**config.mk**
```make
export PLATFORM = sky130hd
export DESIGN_NAME = utf8_stream_decoder_unit
export DESIGN_NICKNAME = d
export VERILOG_FILES = /design/src/hw/rtl/utf8d_pkg.sv /design/src/hw/rtl/utf8d_decode.sv /design/src/hw/rtl/utf8_stream_decoder_unit.sv
export SDC_FILE = /design/constraint.sdc
export NUM_CORES = 1
export LEC_CHECK = 0
export ABC_CLOCK_PERIOD_IN_PS = 6200
export BUFFER_PORTS_ARGS = -buffer_cell sky130_fd_sc_hd__clkbuf_2
export CORE_MARGIN = 3
export CORE_UTILIZATION = 35
export DETAILED_ROUTE_END_ITERATION = 8
export PLACE_DENSITY = 0.51
export SYNTH_ARGS = -nofsm -noshare
export SYNTH_HDL_FRONTEND = slang
export SYNTH_SLANG_ARGS = --single-unit
export TNS_END_PERCENT = 50
```
**constraint.sdc**
```tcl
create_clock -name clk -period 6.2 [get_ports clk]
set_input_delay 0.31 -clock clk [delete_from_list [all_inputs] [get_ports clk]]
set_output_delay 0.31 -clock clk [all_outputs]
set_load 0.02 [all_outputs]
```
**src/hw/rtl/utf8d_pkg.sv**
```systemverilog
// Shared types and constants for the UTF-8 stream decoder.
// No dependencies; imported by utf8d_decode and utf8_stream_decoder_unit.
package utf8d_pkg;

  localparam int unsigned BYTE_W = 8;
  localparam int unsigned CP_W   = 21;
  localparam int unsigned PEND_W = 2;

  // Lead byte thresholds
  localparam logic [BYTE_W-1:0] LEAD_1B_LIMIT = 8'h80;
  localparam logic [BYTE_W-1:0] LEAD_2B_LIMIT = 8'hE0;
  localparam logic [BYTE_W-1:0] LEAD_3B_LIMIT = 8'hF0;

  // Payload masks
  localparam logic [BYTE_W-1:0] LEAD_2B_MASK = 8'h1F;
  localparam logic [BYTE_W-1:0] LEAD_3B_MASK = 8'h0F;
  localparam logic [BYTE_W-1:0] LEAD_4B_MASK = 8'h07;
  localparam logic [BYTE_W-1:0] CONT_MASK    = 8'h3F;

  // Continuation counts left after a lead byte
  localparam logic [PEND_W-1:0] PEND_NONE = 2'd0;
  localparam logic [PEND_W-1:0] PEND_ONE  = 2'd1;
  localparam logic [PEND_W-1:0] PEND_TWO  = 2'd2;
  localparam logic [PEND_W-1:0] PEND_THREE = 2'd3;

  // Result of decoding one item
  typedef struct packed {
    logic            emit;
    logic [CP_W-1:0] value;
  } dec_result_t;

endpackage

```
**src/hw/rtl/utf8d_decode.sv**
```systemverilog
// Decode step: sequence state registers and the per-byte decode logic.
// Depends on utf8d_pkg.
module utf8d_decode
  import utf8d_pkg::*;
(
  input  logic              clk,
  input  logic              rst,
  input  logic              advance,
  input  logic [BYTE_W-1:0] byte_cur,
  output dec_result_t       result
);

  logic [PEND_W-1:0] bytes_pending, bytes_pending_next;
  logic [CP_W-1:0]   partial_value, partial_value_next;
  logic [CP_W-1:0]   shifted;

  // Continuation: shift in the low 6 bits of the byte
  assign shifted = {partial_value[CP_W-7:0], byte_cur[5:0] & CONT_MASK[5:0]};

  // Lead or continuation decode
  always_comb begin
    bytes_pending_next = bytes_pending;
    partial_value_next = partial_value;
    result.emit        = 1'b0;
    result.value       = shifted;
    if (bytes_pending == PEND_NONE) begin
      priority if (byte_cur < LEAD_1B_LIMIT) begin
        result.emit  = 1'b1;
        result.value = {{(CP_W-BYTE_W){1'b0}}, byte_cur};
      end else if (byte_cur < LEAD_2B_LIMIT) begin
        partial_value_next = {{(CP_W-BYTE_W){1'b0}}, byte_cur & LEAD_2B_MASK};
        bytes_pending_next = PEND_ONE;
      end else if (byte_cur < LEAD_3B_LIMIT) begin
        partial_value_next = {{(CP_W-BYTE_W){1'b0}}, byte_cur & LEAD_3B_MASK};
        bytes_pending_next = PEND_TWO;
      end else begin
        partial_value_next = {{(CP_W-BYTE_W){1'b0}}, byte_cur & LEAD_4B_MASK};
        bytes_pending_next = PEND_THREE;
      end
    end else begin
      bytes_pending_next = bytes_pending - PEND_ONE;
      if (bytes_pending == PEND_ONE) begin
        result.emit        = 1'b1;
        partial_value_next = '0;
      end else begin
        partial_value_next = shifted;
      end
    end
  end

  // State update, only when the item leaves the input register
  always_ff @(posedge clk) begin
    if (rst) begin
      bytes_pending <= PEND_NONE;
      partial_value <= '0;
    end else if (advance) begin
      bytes_pending <= bytes_pending_next;
      partial_value <= partial_value_next;
    end
  end

endmodule

```
**src/hw/rtl/utf8_stream_decoder_unit.sv**
```systemverilog
// Top level of the UTF-8 stream decoder: input register, decode, result register.
// Depends on utf8d_pkg and utf8d_decode.
//
// channel   dir  handshake              payload
// byte      in   byte_valid/byte_stall  byte_in    [7:0]
// cp        out  cp_valid/cp_stall      code_point [20:0]
//
// One byte is accepted per cycle while byte_stall is low; cp_valid rises once the byte that
// completes a sequence has moved from the input register through decode into the result register.
// A single decode stage sits between the two registers.
// rst is synchronous and clears both valid flags and the sequence state.
// A stall on cp holds the result; byte_stall rises only when the input register
// is full and cannot move on.
module utf8_stream_decoder_unit
  import utf8d_pkg::*;
(
  input  logic              clk,
  input  logic              rst,
  input  logic              byte_valid,
  output logic              byte_stall,
  input  logic [BYTE_W-1:0] byte_in,
  output logic              cp_valid,
  input  logic              cp_stall,
  output logic [CP_W-1:0]   code_point
);

  logic              s1_valid;
  logic [BYTE_W-1:0] s1_byte;
  logic              advance;
  logic              accept;
  dec_result_t       result;

  // Flow control
  assign advance    = s1_valid && (!cp_valid || !cp_stall);
  assign byte_stall = s1_valid && !advance;
  assign accept     = byte_valid && !byte_stall;

  // Input register
  always_ff @(posedge clk) begin
    if (rst) begin
      s1_valid <= 1'b0;
    end else if (accept) begin
      s1_valid <= 1'b1;
    end else if (advance) begin
      s1_valid <= 1'b0;
    end
  end

  always_ff @(posedge clk) begin
    if (accept) begin
      s1_byte <= byte_in;
    end
  end

  utf8d_decode u_decode (
    .clk      (clk),
    .rst      (rst),
    .advance  (advance),
    .byte_cur (s1_byte),
    .result   (result)
  );

  // Result register
  always_ff @(posedge clk) begin
    if (rst) begin
      cp_valid <= 1'b0;
    end else if (advance) begin
      cp_valid <= result.emit;
    end else if (!cp_stall) begin
      cp_valid <= 1'b0;
    end
  end

  always_ff @(posedge clk) begin
    if (advance && result.emit) begin
      code_point <= result.value;
    end
  end

`ifndef SYNTHESIS
  // A completed item shows up on the output next cycle
  a_emit_lands: assert property (@(posedge clk) disable iff (rst)
    advance && result.emit |=> cp_valid)
    else $error("decoded item did not reach the result register");

  // Never stall an empty input register
  a_stall_only_full: assert property (@(posedge clk) disable iff (rst)
    byte_stall |-> s1_valid)
    else $error("byte_stall with empty input register");

  // A result is never overwritten while the consumer stalls it
  a_no_overwrite: assert property (@(posedge clk) disable iff (rst)
    advance && result.emit |-> !(cp_valid && cp_stall))
    else $error("held result overwritten");
`endif

endmodule

```
# [Yosys cells after proc, flatten, opt, wreduce, memory -nomap -nowiden]
# Cells that the tools add are included.
[word_totals] out_inout_bits=23 in_bits=12 wordCells=42 register_bits=48
[op_classes] add_sub_neg=1 n_lt_le_gt_ge=3 reduce_logical=12 n_mux=17 n_eq_ne=3
[op_table] operator="2-to-1 mux 15 bit" count=3
[op_table] operator="less-than comparator 8 bit (second input constant)" count=3
[op_table] operator="2-to-1 mux 22 bit" count=1
[op_table] operator="2-to-1 mux 21 bit" count=1
[op_table] operator="2-to-1 mux 1 bit" count=7
[op_table] operator="2-to-1 mux 2 bit" count=3
[op_table] operator="2-to-1 mux 5 bit" count=1
[op_table] operator="logical AND 1 bit" count=4
[op_table] operator="logical NOT 1 bit" count=4
[op_table] operator="2-to-1 mux 4 bit" count=1
[op_table] operator="equality test 2 x 1 -> 1 bit (second input constant)" count=1
[op_table] operator="logical NOT 2 bit" count=1
[op_table] operator="inequality test 2 x 1 -> 1 bit (second input constant)" count=1
[op_table] operator="inequality test 2 bit (second input constant)" count=1
[op_table] operator="AND reduction 2 bit" count=1
[op_table] operator="nonzero test 2 bit" count=1
[op_table] operator="subtractor 2 x 1 -> 2 bit (second input constant)" count=1
[op_table] operator="logical OR 1 bit" count=1

# [Depth between registers and ports, before layout]
# Gate-level depths: netlist (run 1).
[depth] ltp_word=8 ltp_mapped=4 mapped_depth_nobuf=3

# [Cells and area by module]
# Synthesis (run 1) repeated with hierarchy kept, for this count alone.
[hier_totals] cells_unflattened=127 area_unflattened_um2=1793.0
[modules_own_cells] module="utf8_stream_decoder_unit" area_each_um2=964.7 n_inst=1 cells_per_inst=41
[modules_own_cells] module="utf8d_decode" area_each_um2=828.3 n_inst=1 cells_per_inst=86

# [Least setup slack after synthesis (run 1)]
# No wires, ideal clock.
[synth_timing] path_type="register to register" from="register cp_valid" to="register code_point[0] (enable)" path_slack_ps=3451 required_ps=5774 arrival_ps=2324 setup_ps=426 path_stages_with_launch=4 path_buffers=1 cell_sequence="dfxtp_1 -> a21bo_2 -> buf_2 -> nor3_1"
[synth_via] elab_chain_len=4
[synth_rtl] item="start, declared" line_no="utf8_stream_decoder_unit.sv:22" rtl="output logic cp_valid,"
[synth_rtl] item="start signal, assigned" line_no="utf8_stream_decoder_unit.sv:68" rtl="cp_valid <= result.emit;"
[synth_rtl] item="logical NOT 1 bit" line_no="utf8_stream_decoder_unit.sv:34" rtl="assign advance = s1_valid && (!cp_valid || !cp_stall);"
[synth_rtl] item="logical OR 1 bit" line_no="utf8_stream_decoder_unit.sv:34"
[synth_rtl] item="logical AND 1 bit" line_no="utf8_stream_decoder_unit.sv:34"
[synth_rtl] item="logical AND 1 bit" line_no="utf8_stream_decoder_unit.sv:75" rtl="if (advance && result.emit) begin"
[synth_rtl] item="end signal, assigned" line_no="utf8_stream_decoder_unit.sv:76" rtl="code_point <= result.value;"
[synth_rtl] item="end, declared" line_no="utf8_stream_decoder_unit.sv:24" rtl="output logic [CP_W-1:0] code_point"
# Every way passes these cells.
# A chain may end at the register's enable or synchronous reset.

==> flow_summary.ini, run 1 <==
[routing]
drt-total-wl_um = 3210
drt.antenna.violating_nets = 0
num_vias = 1180
drc = 0
wire_per_inst_um = 13.3
viasPerCell = 4.90
first_pass_iters = 4
drtIter0Drc = 69

[cts]
cts.repair.resized = 0
htreeDepth = 2
cts_hold_buf = 0
cts.reportedPaths.clkPinSlew_ns = 0.09
cts_sinks = 48
root_buffer = clkbuf_8
cts_buffer_depth = 2
clock_latency_ns = 0.30
cts_tree = yes
postCtsSetupBuffers = 0
cts_made_buffers = 5

[worst_setup_path]
critical_path_buf_inv_count = 1
cp_slowest_cell = dfxtp_1
arrival_ns = 1.72
crit_type = flop to flop
startpoint = u_decode.bytes_pending[1]$_SDFFE_PP0P_
cp_top_family = flip-flops
end_kind = flop
path_max_fanout = 30
crit_chain = nor3_2, buf_4, mux2_2
rr_startpoint = u_decode.bytes_pending[1]$_SDFFE_PP0P_
critPathMaxStageDelay_ns = 0.53
cp.required_ns = 6.25
cp-start-kind = flop

[grt]
grt-ovfl-total = 0
antenna_found_initial = 0
grt_start_max_net_pins = 31
grt_first_pass_wirelength_um = 4910
grtUsageTotal = 0.106
grt_pass1_vias = 1048

[placement]
post-place-ws_ns = 4.54
dp.cells = 234
dp_hpwl_um = 2140
place.gp.congestion = 0.731
portBuffers = 34

[timing]
fin_skew_ns = 0.00765
fin_crit_ns = 1.67
hold_viol_final = 0
relSlewSlack = 0.516
timing.final.crit_share = 0.270
finalSetupTns_ns = 0
fin_ws_ns = 4.53
max_freq_mhz = 598
maxSlewViolCount = 0
worst_pin_slew_ns = 0.725
setup_viol = 0
rsz0062_at_grt = false
hold_ws_ns = 0.180

[yosys]
syn_inst = 140
ys_types = 26
seq_area_frac_synth = 0.705
yosysTopAreaCellShare = 0.491
synth_largest_area_cell = edfxtp_1
synthTopCellsByArea = edfxtp_1 49%, dfxtp_1 21%, nor2b_1 5.3%
syn_area_mm2 = 0.00177
synth_seq_cells = 48
avgSynthCellArea_um2 = 12.7
ys_warn_count = 0
syn-num-nets = 152

[die]
start_util = 0.368
die_y_um = 77.2
die_w_um = 77.2
coreArea_mm2 = 0.00482
die_area_mm2 = 0.00596
ioPinCount = 35
num_rows = 25

[finish]
syn_to_final_growth_pct = 20.7
final_cell_mix = 34 x clkbuf_2, 29 x edfxtp_1, 19 x dfxtp_1
antenna_cells = 0
fillers = 466
drive_gt1_frac = 0.282
final_net_count = 186
utilization = 0.444
final_cells = 241
final_common_cell = clkbuf_2

[worst_hold_path]
min_path_type = primary input to flop
hold_start = byte_in[6]

[power_and_ir_drop]
leakage_nw = 0.776
pwr_density_cell_mw_per_mm2 = 302
peakVddDrop_v = 0.000110

[run_status]
outcome = completed

[run]
cap_violations = 0
path summary, 6_finish.rpt:
path / cells after the start / slack, ns / end
setup / recovery: 3 / 4.53 / code_point[6]$_DFFE_PP_
hold / removal: 1 / 0.18 / s1_byte[6]$_DFFE_PP_
setup reg to reg: 3 / 4.53 / code_point[6]$_DFFE_PP_
hold reg to reg: 0 / 0.46 / code_point[3]$_DFFE_PP_
per-layer routing:
layer	share of wire	track usage
met1	0.41	0.119
met2	0.49	0.178
met3	0.076	0.0376
met4	0.023	0.0534
met5	0	0
state kept, by name, summed over array words and instances, names as in the netlist:
name,flops
s1_valid,1
u_decode.bytes_pending,2
s1_byte,8
code_point,21
u_decode.partial_value,15
cp_valid,1
power by group:
group / switching, mW / leakage (nW) / internal [mW]
Combinational: 0.0250 / 0.283 / 0.0118
Sequential: 0.00582 / 0.429 / 0.348
Clock: 0.0976 / 0.0642 / 0.159
Total: 0.128 / 0.776 / 0.518
kinds of logic (layout without fill, tap and decap cells):
logic type,Yosys count,count (layout),synth area share
flops,48,48,0.705
compound gates,44,44,0.142
simple gates,37,37,0.121
buf+inv,10,44,0.0254
mux,1,1,0.00635
stage by stage:
stage	total power, mW	cell area [um2]
2_1_floorplan	0.384	1770
3_3_place_gp	0.397	2010
3_5_place_dp	0.398	2010
4_1_cts	0.654	2140
5_1_grt	0.670	2140
6_report	0.647	2140
cell type report:
cell class / count / area, um2 / share of cell area
Tap cell: 67 / 83.8 / 0.0392
Timing Repair Buffer: 36 / 185 / 0.0865
Clock buffer: 5 / 68.8 / 0.0321
Multi-Input combinational cell: 82 / 488 / 0.228
Sequential cell: 48 / 1250 / 0.584
Inverter: 1 / 3.75 / 0.00175
Clock inverter: 2 / 60.1 / 0.0281
cells in the mapped netlist:
| cell type | n |
|---|---|
| a21bo_2 | 1 |
| a21boi_2 | 1 |
| a21oi_1 | 17 |
| and2b_1 | 2 |
| and3_1 | 1 |
| buf_1 | 2 |
| buf_2 | 6 |
| clkbuf_1 | 1 |
| dfxtp_1 | 19 |
| edfxtp_1 | 29 |
| inv_1 | 1 |
| mux2_2 | 1 |
| nand2_1 | 2 |
| nand3_1 | 10 |
| nand4b_1 | 1 |
| nor2_1 | 2 |
| nor2b_1 | 15 |
| nor3_1 | 2 |
| o2111ai_1 | 1 |
| o211ai_1 | 4 |
| o21ai_0 | 17 |
| o21ai_1 | 1 |
| o21ba_2 | 1 |
| o31ai_1 | 1 |
| or3_1 | 1 |
| or3b_1 | 1 |
No activity file was read; power rests on OpenSTA's default activity.
==> run 2: changes to the inputs <==
ABC_CLOCK_PERIOD_IN_PS = 1400   (was 6200)
PLACE_DENSITY = 0.53   (was 0.51)
clock period = 1.4 ns   (was 6.2 ns; I/O delays follow)
==> run 2 against run 1 <==
Against the previous run:
- the run now ends with negative setup slack left
- highest routed layer unchanged
- flip-flop and latch count unchanged
- cell count increased by 10%
- routed wire length is 15% higher
==> flow_summary.ini, run 2 (synthesis gave the netlist of run 1 again) <==
[routing]
viasPerCell = 4.86
drc = 0
num_vias = 1292
drt.antenna.violating_nets = 0
first_pass_iters = 4
wire_per_inst_um = 13.8
drtIter0Drc = 64
drt-total-wl_um = 3680

[cts]
cts_sinks = 48
htreeDepth = 2
cts_made_buffers = 5
cts_tree = yes
cts_buffer_depth = 2
clock_latency_ns = 0.31
root_buffer = clkbuf_8
cts.reportedPaths.clkPinSlew_ns = 0.08

[finish]
final_net_count = 210
final_cells = 266
final_cell_mix = 34 x clkbuf_2, 29 x edfxtp_1, 17 x o21ai_0
drive_gt1_frac = 0.357
fillers = 444
largest_reg_flops = 21
antenna_cells = 0
reg_top3 = code_point (21), u_decode.partial_value (15), s1_byte (8)
largest-register = code_point
final_common_cell = clkbuf_2
fin_area_mm2 = 0.00242
syn_to_final_growth_pct = 36.4

[timing]
fin_crit_ns = 1.42
setup_viol = 2
maxSlewViolCount = 0
fin_skew_ns = 0.00941
worst_pin_slew_ns = 0.434
hold_viol_final = 0
hold_ws_ns = 0.0795
timing.final.crit_share = 1.01
max_freq_mhz = 705
rsz0062_at_grt = true
fin_ws_ns = -0.0193
relSlewSlack = 0.711

[power_and_ir_drop]
p_sw_frac = 0.210
p_seq_frac = 0.541
clock_power_share = 0.372
pwr_density_cell_mw_per_mm2 = 1190
intPower_mw = 2.28
p_sw_mw = 0.605
finalPower_mw = 2.88
leakage_nw = 0.902
combPwrFrac = 0.087
peakVddDrop_v = 0.000636

[worst_setup_path]
critPathMaxStageDelay_ns = 0.41
end_kind = flop
cp.depth = 3
cp-start-kind = flop
startpoint = s1_byte[7]$_DFFE_PP_
rr_worst_depth = 3
crit_type = flop to flop
reg2reg_slack_ns = -0.02
cp_slowest_cell = edfxtp_1
rr_startpoint = s1_byte[7]$_DFFE_PP_
crit_chain = buf_6, nor3_4, mux2_2
r2r-end = code_point[6]$_DFFE_PP_
critPathCapture = code_point[6]$_DFFE_PP_
arrival_ns = 1.47
cp.required_ns = 1.45
critical_path_buf_inv_count = 1
path_max_fanout = 4
cp_top_family = flip-flops

[placement]
place_area_mm2 = 0.00211
place.gp.congestion = 0.748
portBuffers = 34
dp_hpwl_um = 2280
dp.cells = 245

[die]
num_rows = 25
die_area_mm2 = 0.00596
die_w_um = 77.2
coreArea_mm2 = 0.00482
ioPinCount = 35
start_util = 0.368
die_y_um = 77.2

[grt]
grt_start_max_net_pins = 21
grt_first_pass_wirelength_um = 6000
grt_pass1_vias = 1303
grtUsageTotal = 0.130
grt-ovfl-total = 0
antenna_found_initial = 0

[run_status]
outcome = finished with violations
violations = negative setup slack

[run]
cap_violations = 0

[worst_hold_path]
min_path_type = primary input to flop
[run 2: tightest hold or removal path, stage by stage]
cell	delay, ns
clkbuf_2	0.14
nand2_1	0.08
a21oi_1	0.05
[run 2: worst min-delay path by stage]
| stage | startpoint | end | slack, ns | depth (start not counted) |
|---|---|---|---|---|
| floorplan | byte_in[0] | s1_byte[0]$_DFFE_PP_ | 0.17 | 0 |
| global placement | byte_in[3] | s1_byte[3]$_DFFE_PP_ | 0.25 | 1 |
| detailed placement | byte_in[7] | s1_byte[7]$_DFFE_PP_ | 0.25 | 1 |
| CTS | cp_stall | cp_valid$_SDFFE_PP0P_ | 0.05 | 3 |
| global route | cp_stall | cp_valid$_SDFFE_PP0P_ | 0.09 | 3 |
| finish | cp_stall | cp_valid$_SDFFE_PP0P_ | 0.08 | 3 |
[run 2: cell type report]
type / instances / area [um2] / area share
Clock buffer: 7 / 96.3 / 0.0398
Clock inverter: 1 / 30.0 / 0.0124
Inverter: 1 / 3.75 / 0.00155
Multi-Input combinational cell: 83 / 542 / 0.224
Sequential cell: 48 / 1260 / 0.521
Tap cell: 67 / 83.8 / 0.0346
Timing Repair Buffer: 59 / 404 / 0.167
[run 2: power groups by stage]
stage / clock network, mW / registers (mW) / logic (mW)
3_3_place_gp: 0 / 1.59 / 0.197
5_1_grt: 1.14 / 1.57 / 0.273
3_5_place_dp: 0 / 1.59 / 0.201
6_report: 1.07 / 1.56 / 0.252
4_1_cts: 1.09 / 1.56 / 0.243
2_1_floorplan: 0 / 1.62 / 0.0917
[run 2: per-stage QoR]
stage | setup slack (ns) | utilization | setup TNS, ns
after floorplan | -0.330 | - | -7.02
after global placement | -0.330 | 0.438 | -6.94
after detailed placement | -0.400 | 0.438 | -8.44
after CTS | -0.0294 | 0.495 | -0.317
after global routing | -0.0400 | 0.502 | -0.257
final | -0.0193 | 0.502 | -0.0204
[run 2: repair_timing]
item | 4_1_cts | 5_1_grt
gates resized for setup | 6 | 7
hold buffers | 9 | 0
endpoints found under the hold margin | 9 | 0
cloned | 2 | 0
buffers inserted | 1 | 2
pin swaps | 3 | 2
endpoints found under the setup margin | 22 | 26
[run 2: per-layer routing]
layer  global-route usage  wire, um  share of wire
met1                0.149      1460           0.40
met2                0.216      1900           0.51
met3               0.0364       210          0.057
met4               0.0783       111          0.030
met5                    0         0              0
==> run 3: changes to the inputs <==
TNS_END_PERCENT = 1   (was 50)
==> run 3 against run 2 <==
Against the previous run:
- the flow still finishes with violations (negative setup slack)
- power is 0.21% lower
- first-iteration DRC count is 19% higher
- via count decreased by 0.31%
- clock-buffer cell count stayed put
- clock skew decreased by 0.0019 ns
- critical path depth did not move
- routed wire length fell by 0.46%
- final area is 0.31% lower
- fmax up 0.54%
- combinational power is essentially flat
- hold slack improved by 0.0010 ns
- setup slack gained 0.0076 ns
- largest power group unchanged
- highest routed layer unchanged
==> flow_summary.ini, run 3 (synthesis gave the netlist of run 1 again) <==
[run_status]
outcome = finished with violations
violations = negative setup slack

[timing]
finalSetupTns_ns = -0.0117
rsz0062_at_grt = true
worst_pin_slew_ns = 0.406
setup_viol = 1
max_freq_mhz = 708
hold_viol_final = 0
fin_ws_ns = -0.0117
fin_crit_ns = 1.41
fin_skew_ns = 0.00751
relSlewSlack = 0.730
maxSlewViolCount = 0
timing.final.crit_share = 1.01

[routing]
drt-total-wl_um = 3660
viasPerCell = 4.82
wire_per_inst_um = 13.7
drtIter0Drc = 76
first_pass_iters = 4
drc = 0
drt.antenna.violating_nets = 0
num_vias = 1288

[finish]
reg_top3 = code_point (21), u_decode.partial_value (15), s1_byte (8)
antenna_cells = 0
largest-register = code_point
largest_reg_flops = 21
drive_gt1_frac = 0.350
syn_to_final_growth_pct = 36.0
final_net_count = 211
final_cells = 267
final_common_cell = clkbuf_2
final_cell_mix = 34 x clkbuf_2, 29 x edfxtp_1, 17 x a21oi_1, 17 x o21ai_0, 16 x dfxtp_1
fillers = 448

[die]
num_rows = 25
start_util = 0.368
die_w_um = 77.2
ioPinCount = 35
die_area_mm2 = 0.00596
coreArea_mm2 = 0.00482
die_y_um = 77.2

[grt]
grt_pass1_vias = 1303
grt-ovfl-total = 0
grt_first_pass_wirelength_um = 6000
grtUsageTotal = 0.130
grt_start_max_net_pins = 21
antenna_found_initial = 0

[run]
cap_violations = 0

[worst_setup_path]
crit_type = flop to flop
cp-start-kind = flop
arrival_ns = 1.46
path_max_fanout = 4
cp.required_ns = 1.45
end_kind = flop

[cts]
cts_tree = yes
root_buffer = clkbuf_8
cts_buffer_depth = 2
cts_made_buffers = 5
cts_sinks = 48
clock_latency_ns = 0.30
cts.reportedPaths.clkPinSlew_ns = 0.08
htreeDepth = 2

[power_and_ir_drop]
peakVddDrop_v = 0.000634
leakage_nw = 0.905
pwr_density_cell_mw_per_mm2 = 1190

[placement]
dp.cells = 245
dp_hpwl_um = 2280
portBuffers = 34
place.gp.congestion = 0.748

[worst_hold_path]
min_path_type = primary input to flop
[run 3: cell count changes in the layout (fill, tap and decap cells not counted), sizes merged]
cell / change
clkbuf: -1
buf: +2
[run 3: path summary, 6_finish.rpt]
path / slack (ns) / endpoint / startpoint / depth (start not counted)
min: 0.08 / cp_valid$_SDFFE_PP0P_ / cp_stall / 3
min reg2reg: 0.47 / code_point[3]$_DFFE_PP_ / s1_byte[3]$_DFFE_PP_ / 0
max: -0.01 / code_point[6]$_DFFE_PP_ / s1_byte[7]$_DFFE_PP_ / 3
max reg2reg: -0.01 / code_point[6]$_DFFE_PP_ / s1_byte[7]$_DFFE_PP_ / 3
[run 3: critical path: stages (launching register included)]
cell and delay [ns]:
edfxtp_1 0.41, buf_6 0.14, nor3_4 0.23, mux2_2 0.38
[run 3: report_power, final]
group	switching (mW)	total (mW)	internal, mW
Clock	0.437	1.07	0.630
Combinational	0.141	0.251	0.110
Sequential	0.0201	1.56	1.54
Total	0.598	2.88	2.28
[run 3: through the flow]
| step | power, mW | cell area [um2] | util | worst slack, ns | hold WS, ns |
|---|---|---|---|---|---|
| global route | 2.98 | 2410 | 0.501 | -0.0714 | 0.0865 |
| CTS | 2.90 | 2380 | 0.495 | -0.0294 | 0.0540 |
| finish | 2.88 | 2410 | 0.501 | -0.0117 | 0.0806 |
| global placement | 1.79 | 2110 | 0.438 | -0.330 | 0.247 |
| floorplan | 1.71 | 1800 | - | -0.330 | 0.169 |
| detailed placement | 1.79 | 2110 | 0.438 | -0.400 | 0.249 |
[run 3: metal layers]
metal | share of wire | global-route usage | up-vias
li1 | - | - | 630
met1 | 0.40 | 0.149 | 612
met2 | 0.50 | 0.216 | 38
met3 | 0.066 | 0.0364 | 8
met4 | 0.026 | 0.0783 | 0
met5 | 0 | 0 | -
[run 3: timing repair]
item | 4_1_cts | 5_1_grt
hold buffers | 9 | 0
endpoints found under the setup margin | 22 | 26
buffers inserted | 1 | 2
endpoints found under the hold margin | 9 | 0
gates resized for setup | 6 | 4
cloned | 2 | 0
pin swaps | 3 | 1
[run 3: area by class of cell]
cell class	instances	area (um2)	area share
Clock inverter	1	30.0	0.0124
Clock buffer	7	96.3	0.0399
Inverter	1	3.75	0.00156
Timing Repair Buffer	60	408	0.169
Tap cell	67	83.8	0.0348
Sequential cell	48	1260	0.521
Multi-Input combinational cell	83	533	0.221
